**config.mk**
```make
export PLATFORM = sky130hd
export DESIGN_NAME = sug_ctrl
export DESIGN_NICKNAME = d
export VERILOG_FILES = /design/src/rtl/core/sug_pkg.sv /design/src/rtl/core/sug_ctrl.sv
export SDC_FILE = /design/constraint.sdc
export NUM_CORES = 1
export LEC_CHECK = 0
export BUFFER_PORTS_ARGS = -buffer_cell sky130_fd_sc_hd__buf_4
export CAP_MARGIN = 25
export CORE_AREA = 2 2 39 41
export DETAILED_ROUTE_END_ITERATION = 8
export DIE_AREA = 0 0 41 43
export PLACE_DENSITY = 0.67
export SETUP_SLACK_MARGIN = 0.2
export SLEW_MARGIN = 20
export SYNTH_ARGS = -nofsm -noshare
export SYNTH_HDL_FRONTEND = slang
export SYNTH_SLANG_ARGS = --single-unit
```
**constraint.sdc**
```tcl
create_clock -name clk -period 1.9 [get_ports clk]
set_input_delay 0.285 -clock clk [delete_from_list [all_inputs] [get_ports clk]]
set_output_delay 0.285 -clock clk [all_outputs]
set_load 0.01 [all_outputs]
```
**src/rtl/core/sug_pkg.sv**
```systemverilog
// Shared constants, codes and control types for the subtractive uniform generator.
package sug_pkg;

	localparam int FRACTION_BITS_DEF = 32;
	localparam int LAG_LEN           = 55;
	localparam int LAG_SHORT         = 24;
	localparam int LAG_LONG          = 31;
	localparam int SCATTER_STEP      = 21;
	localparam int SCATTER_MOD       = 54;
	localparam int IDX_W             = 6;

	localparam logic [1:0] OP_RESTART  = 2'd0;
	localparam logic [1:0] OP_FRACTION = 2'd1;
	localparam logic [1:0] OP_INTEGER  = 2'd2;
	localparam logic [1:0] OP_COIN     = 2'd3;

	typedef struct packed {
		logic load_in;
		logic restart_init;
		logic scatter_step;
		logic refill_start;
		logic refill_issue;
		logic pos_advance;
		logic capture;
		logic multiply;
		logic out_load;
	} sug_cmd_t;

	typedef struct packed {
		logic [1:0] op;
		logic       range_empty;
		logic       pos_wrap;
		logic       cnt_end;
		logic       out_free;
	} sug_status_t;

endpackage

```
**src/rtl/core/sug_ctrl.sv**
```systemverilog
// Sequencing state machine for the subtractive uniform generator.
module sug_ctrl (
	input  logic                 clk,
	input  logic                 arst_n,
	input  logic                 in_valid,
	output logic                 in_ready,
	input  sug_pkg::sug_status_t status,
	output sug_pkg::sug_cmd_t    cmd
);

	localparam logic [3:0] ST_IDLE   = 4'd0;
	localparam logic [3:0] ST_DECODE = 4'd1;
	localparam logic [3:0] ST_SCAT   = 4'd2;
	localparam logic [3:0] ST_REFILL = 4'd3;
	localparam logic [3:0] ST_DRAIN  = 4'd4;
	localparam logic [3:0] ST_READ   = 4'd5;
	localparam logic [3:0] ST_CAPT   = 4'd6;
	localparam logic [3:0] ST_MUL    = 4'd7;
	localparam logic [3:0] ST_DONE   = 4'd8;

	logic [3:0] state_q, state_d;
	logic [1:0] pass_q, pass_d;

	assign in_ready = (state_q == ST_IDLE);

	always_comb begin
		state_d = state_q;
		pass_d  = pass_q;
		cmd     = '0;
		unique case (state_q)
			ST_IDLE: begin
				if (in_valid) begin
					cmd.load_in = 1'b1;
					state_d     = ST_DECODE;
				end
			end
			ST_DECODE: begin
				if (status.op == sug_pkg::OP_RESTART) begin
					cmd.restart_init = 1'b1;
					state_d          = ST_SCAT;
				end else if (status.op == sug_pkg::OP_INTEGER && status.range_empty) begin
					state_d = ST_DONE;
				end else begin
					cmd.pos_advance = 1'b1;
					if (status.pos_wrap) begin
						cmd.refill_start = 1'b1;
						pass_d           = 2'd1;
						state_d          = ST_REFILL;
					end else begin
						state_d = ST_READ;
					end
				end
			end
			ST_SCAT: begin
				cmd.scatter_step = 1'b1;
				if (status.cnt_end) begin
					cmd.refill_start = 1'b1;
					pass_d           = 2'd3;
					state_d          = ST_REFILL;
				end
			end
			ST_REFILL: begin
				cmd.refill_issue = 1'b1;
				if (status.cnt_end) begin
					state_d = ST_DRAIN;
				end
			end
			ST_DRAIN: begin
				// last difference of the pass is written in this cycle
				if (pass_q == 2'd1) begin
					state_d = (status.op == sug_pkg::OP_RESTART) ? ST_DONE : ST_READ;
				end else begin
					pass_d           = pass_q - 2'd1;
					cmd.refill_start = 1'b1;
					state_d          = ST_REFILL;
				end
			end
			ST_READ: begin
				state_d = ST_CAPT;
			end
			ST_CAPT: begin
				cmd.capture = 1'b1;
				state_d     = ST_MUL;
			end
			ST_MUL: begin
				cmd.multiply = 1'b1;
				state_d      = ST_DONE;
			end
			ST_DONE: begin
				// hold until the output register can take the result
				if (status.out_free) begin
					cmd.out_load = 1'b1;
					state_d      = ST_IDLE;
				end
			end
			default: begin
				state_d = ST_IDLE;
			end
		endcase
	end

	always_ff @(posedge clk or negedge arst_n) begin
		if (!arst_n) begin
			state_q <= ST_IDLE;
			pass_q  <= 2'd0;
		end else begin
			state_q <= state_d;
			pass_q  <= pass_d;
		end
	end

endmodule

```
==> results.py, run 1 <==
metrics = {
    "clock_tree": {
        "clock_sinks": 6,
        "clock_latency_ns": 0.24,
        "clockBufferDepth": 2,
        "cts_root_buf": "clkbuf_4",
        "cts_buffers": 3,
        "htree_levels": 1,
        "cts_tree": "yes",
        "cts.clk_slew.worst_paths_ns": 0.05,
    },
    "finish": {
        "finalNetCount": 106,
        "drive_gt1_frac": 0.415,
        "antenna_cells": 0,
        "postLayoutCoreUtil": 0.594,
        "fill_cells": 132,
        "areaGrowthSynthToFinish_pct": 53.9,
    },
    "timing": {
        "worst_slack_ns": 0.0229,
        "period_share": 0.988,
        "setup_viol": 0,
        "worst_pin_slew_ns": 0.273,
        "finalWorstPathRequiredPeriod_ns": 1.88,
        "fmax_mhz": 533,
        "relSlewSlack": 0.817,
        "slew_viol_final": 0,
        "rsz0062_at_grt": "yes",
        "skew_ns": 0.00592,
        "hold_viol_final": 0,
        "whs_ns": 0.386,
    },
    "global_routing": {
        "grt_pass1_vias": 519,
        "grt_use_total": 0.188,
        "grt_pass1_wl_um": 2280,
        "grt-ovfl-total": 0,
        "grt_max_degree": 15,
        "antenna_found_initial": 0,
    },
    "critical_path": {
        "startpoint_type": "flip-flop",
        "crit_type": "flip-flop to output port",
        "timing.rr.start": "state_q[2]",
        "ff2ff_setup_slack_ns": 0.05,
        "crit_path_end_kind": "output port",
        "crit_fanout": 3,
        "reg2reg_to": "pass_q[1]",
        "cp.arrival_ns": 1.59,
        "r2r_cells": 6,
        "required_ns": 1.62,
    },
    "power_and_ir_drop": {
        "combPwrFrac": 0.744,
        "sequentialPowerShare": 0.166,
        "power_mw": 1.28,
        "pwr-share-clk": 0.090,
        "ir_drop_mv": 0.807,
        "p_leak_nw": 0.381,
        "power_switching_uw": 542,
        "power_density_nw_per_um2": 1550,
        "p_int_uw": 736,
        "swShare": 0.424,
    },
    "synthesis": {
        "synth_top_area_frac": 0.281,
        "synth-seq-cells": 6,
        "async_flop_share": 1.00,
        "synth_edf_count": 0,
        "syn-num-nets": 77,
        "ys_dominant_reg_cell": "dfrtp_1",
        "synth_top_cells_by_count": "8 x nor2_1, 7 x nand2b_1, 6 x dfrtp_1, 6 x nor3_1, 5 x a21oi_1",
        "synth_most_common_cell": "nor2_1",
        "synth_warnings": 0,
        "synth_area_leader_cell": "dfrtp_1",
        "synth-seq-area-share": 0.281,
        "synth.cell_area_um2": 534,
        "yosysUniqueCellTypes": 27,
        "synth.area.top_cells": "dfrtp_1 28%, nand2b_1 8.2%, nor3_1 5.6%, nor2_1 5.6%, a22o_1 4.9%",
        "syn_avg_cell_area_um2": 7.97,
        "netlist_instances": 67,
    },
    "floorplan": {
        "start_util": 0.386,
        "dieHeight_um": 43,
        "core_um2": 1380,
        "dieArea_um2": 1760,
        "ioPinCount": 19,
        "die_x_um": 41,
        "fp-row-count": 14,
    },
    "run": {
        "drv_cap": 0,
    },
    "drt": {
        "drt_iter0_markers": 12,
        "post_drt_wl_per_cell_um": 12.4,
        "route.detailed.drc": 0,
        "viasPerCell": 5.41,
        "ant_nets": 0,
        "first_pass_iters": 4,
        "vias": 595,
        "wl_um": 1360,
    },
    "placement": {
        "post-dp-hpwl_um": 991,
        "pre_cts_ws_ns": 0.186,
        "place.gp.congestion": 0.809,
        "portBuffers": 18,
    },
    "worst_hold_path": {
        "hold_class": "primary input to asynchronous set/reset pin",
    },
    "outcome": {
        "status": "finished, final reports clean",
    },
}
==> flip-flops by register name, summed over array words and instances, names as in the netlist <==
| name | count |
|---|---|
| state_q | 4 |
| pass_q | 2 |
==> cell families after synthesis <==
| family | synth area share |
|---|---|
| buffers and inverters | 0.0492 |
| muxes | 0.0422 |
| AOI/OAI and AO/OA | 0.241 |
| xor gates and xnor gates | 0.0164 |
| DFF | 0.281 |
| and+or+nand+nor | 0.347 |
| adders and majority gates | 0.0234 |
==> repair_timing <==
item,4_1_cts,5_1_grt
endpoints found under the hold margin,6,0
hold buffers,1,0
cloned,0,0
pin swaps,2,1
endpoints found under the setup margin,6,8
setup buffers,5,0
resized for setup,4,4
==> how the worst max path moves through the flow <==
stage | start | endpoint
after floorplan | state_q[3] | pass_q[0]
after global placement | state_q[1] | pass_q[0]
after detailed placement | state_q[1] | pass_q[0]
after CTS | state_q[2] | cmd[5]
after global routing | state_q[2] | cmd[5]
final | state_q[2] | cmd[5]
==> metrics by stage <==
stage          area (um2)  setup TNS, ns  cells
4_1_cts               801              0    110
5_1_grt               822        -0.0557    110
3_5_place_dp          712              0    101
2_1_floorplan         542              0     67
6_report              822              0    110
3_3_place_gp          712              0    101
==> per-layer routing <==
metal / global-route usage / part of all wire / wire length [um] / vias to the layer above
met3: 0.0366 / 0.060 / 82 / 0
li1: - / - / - / 294
met5: 0 / 0 / 0 / -
met1: 0.269 / 0.42 / 577 / 281
met4: 0.0600 / 0 / 0 / 0
met2: 0.275 / 0.52 / 702 / 20
==> critical path, stage by stage (launching register included) <==
cell and delay [ns]:
dfrtp_1 0.37, or4b_4 0.56, a21oi_4 0.17, a22o_4 0.16
buf_6 0.09
==> final cells by class <==
| cell class | instances | area, um2 | area share |
|---|---|---|---|
| sequential | 6 | 150 | 0.183 |
| multi-input combinational | 54 | 398 | 0.484 |
| clock buffer | 3 | 22.5 | 0.0274 |
| tap | 16 | 20.0 | 0.0244 |
| inverter | 3 | 11.3 | 0.0137 |
| timing repair buffer | 28 | 220 | 0.268 |
==> cell usage in the layout, fill, tap and decap left out, types with 2 or more instances in the layout <==
cell      synthesis  final
buf_4             0     25
nand2b_1          7      7
nor2_1            8      7
dfrtp_1           6      6
nor3_1            6      5
a21oi_1           5      5
inv_1             3      3
nand2_1           3      3
a22o_1            3      3
clkbuf_4          0      3
nor2b_1           2      2
nand3_1           2      2
and2_1            2      2
o32ai_1           2      2
mux2_4            0      2
buf_6             0      2
==> power by group through the flow <==
stage	logic, mW	clock network (mW)	registers (mW)
floorplan	0.542	0	0.218
global placement	0.798	0	0.212
detailed placement	0.803	0	0.213
CTS	0.897	0.117	0.213
global route	1.04	0.126	0.221
finish	0.950	0.115	0.213
Note: power is estimated with default switching activity, not from simulation.
==> inputs of run 2 (changes only) <==
clock period = 2.21 ns   (was 1.9 ns; I/O delays follow)
==> results.py, run 2 (same netlist as run 1, synthesis figures left out) <==
metrics = {
    "outcome": {
        "status": "finished, final reports clean",
    },
    "finish": {
        "finalNetCount": 105,
        "drive_gt1_frac": 0.355,
        "areaGrowthSynthToFinish_pct": 44.5,
        "antenna_cells": 0,
        "most-common-layout-cells": "25 x buf_4, 8 x nor2_1, 7 x nand2b_1",
        "regArea_um2": 151,
        "largest_register_ffs": 4,
        "final_common_cell": "buf_4",
        "largest_register": "state_q",
        "multi_input_area_um2": 358,
        "fill_cells": 141,
        "fin_cells": 109,
        "reg.largest.list": "state_q x4, pass_q x2",
    },
    "power_and_ir_drop": {
        "p_int_uw": 579,
        "p_leak_nw": 0.362,
        "sequentialPowerShare": 0.179,
        "power_mw": 1.01,
        "pwr-share-clk": 0.108,
        "power_switching_uw": 432,
        "ir_drop_mv": 0.648,
        "swShare": 0.427,
        "combPwrFrac": 0.713,
        "power_density_nw_per_um2": 1310,
    },
    "global_routing": {
        "grt_use_total": 0.186,
        "antenna_found_initial": 0,
        "grt_pass1_vias": 548,
        "grt_max_degree": 15,
        "grt-ovfl-total": 0,
        "grt_pass1_wl_um": 2200,
    },
    "critical_path": {
        "crit_path_top_delay_cell": "or4b_4",
        "crit_type": "flip-flop to output port",
        "crit_path_end_kind": "output port",
        "cpPeakStageDelay_ns": 0.57,
        "cp.arrival_ns": 1.64,
        "crit_family": "simple AND/OR/NAND/NOR gates",
        "startpoint_type": "flip-flop",
        "crit_fanout": 3,
        "crit_buf_inv": 1,
        "crit_path_cell_trace": "or4b_4 > a21oi_4 > a22o_4 > buf_6",
        "r2r_cells": 5,
        "required_ns": 1.88,
        "critical_path_depth": 4,
    },
    "timing": {
        "hold_viol_final": 0,
        "skew_ns": 0.0139,
        "worst_pin_slew_ns": 0.306,
        "setup_viol": 0,
        "fmax_mhz": 507,
        "rsz0062_at_grt": "yes",
        "fin_setup_tns_ns": 0,
        "slew_viol_final": 0,
        "period_share": 0.892,
        "finalWorstPathRequiredPeriod_ns": 1.97,
        "worst_slack_ns": 0.238,
        "relSlewSlack": 0.794,
    },
    "drt": {
        "first_pass_iters": 5,
        "viasPerCell": 5.50,
        "drt_iter0_markers": 8,
        "route.detailed.drc": 0,
        "post_drt_wl_per_cell_um": 12.8,
        "wl_um": 1390,
        "vias": 599,
        "ant_nets": 0,
    },
    "worst_hold_path": {
        "hold_class": "primary input to asynchronous set/reset pin",
    },
    "run": {
        "drv_cap": 0,
    },
    "clock_tree": {
        "cts_tree": "yes",
        "clock_sinks": 6,
        "htree_levels": 1,
        "clockBufferDepth": 2,
        "cts_root_buf": "clkbuf_4",
        "clock_latency_ns": 0.26,
        "cts.clk_slew.worst_paths_ns": 0.06,
        "cts_buffers": 3,
    },
    "floorplan": {
        "dieArea_um2": 1760,
        "ioPinCount": 19,
        "core_um2": 1380,
        "die_x_um": 41,
        "dieHeight_um": 43,
        "start_util": 0.386,
        "fp-row-count": 14,
    },
    "placement": {
        "place.gp.congestion": 0.880,
        "pre_cts_ws_ns": 0.356,
        "post-dp-hpwl_um": 995,
        "dp.cells": 100,
        "portBuffers": 18,
    },
}
-- run 2: cell count changes in the layout (fill, tap and decap cells not counted), sizes merged --
| cell | before | now |
|---|---|---|
| buf | 27 | 26 |
-- run 2: worst paths after layout --
check | start | to | slack [ns]
hold / removal | arst_n | pass_q[0] | 0.41
max in group asynchronous | arst_n | state_q[2] | 1.67
min in group clk | status[2] | state_q[2] | 0.42
setup reg to reg | state_q[1] | pass_q[1] | 0.37
setup / recovery | state_q[1] | cmd[5] | 0.24
hold reg to reg | pass_q[1] | pass_q[1] | 0.50
-- run 2: repair_timing --
action / 4_1_cts / 5_1_grt
endpoints found under the setup margin: 1 / 1
pin swaps: 0 / 2
resized for setup: 1 / 1
setup buffers: 1 / 4
hold endpoints to repair: 6 / 0
hold buffers: 1 / 0
-- run 2: layer usage --
metal	global-route usage	share of wire	vias up
met5	0	0	-
met1	0.252	0.43	269
met2	0.234	0.45	25
li1	-	-	299
met4	0.173	0.034	0
met3	0.0366	0.082	6
-- run 2: area by class of cell --
cell class / count / area share
clock buffers: 3 / 0.0292
repair buffers: 27 / 0.271
flip-flops and latches: 6 / 0.196
multi-input cells: 54 / 0.464
inverters: 3 / 0.0146
well taps: 16 / 0.0259
-- run 2: metrics by stage --
stage / instance area (um2) / util / hold WS, ns
after detailed placement: 697 / 0.504 / 0.144
after global routing: 772 / 0.558 / 0.424
after global placement: 697 / 0.504 / 0.142
after CTS: 738 / 0.533 / 0.412
after floorplan: 534 / - / 0.0359
final: 772 / 0.558 / 0.412
-- run 2: power groups by stage --
stage          Sequential [mW]  Combinational, mW  Clock, mW
6_report                 0.181              0.721      0.109
5_1_grt                  0.185              0.790      0.117
4_1_cts                  0.181              0.673      0.110
3_5_place_dp             0.202              0.633          0
3_3_place_gp             0.200              0.632          0
2_1_floorplan            0.186              0.448          0
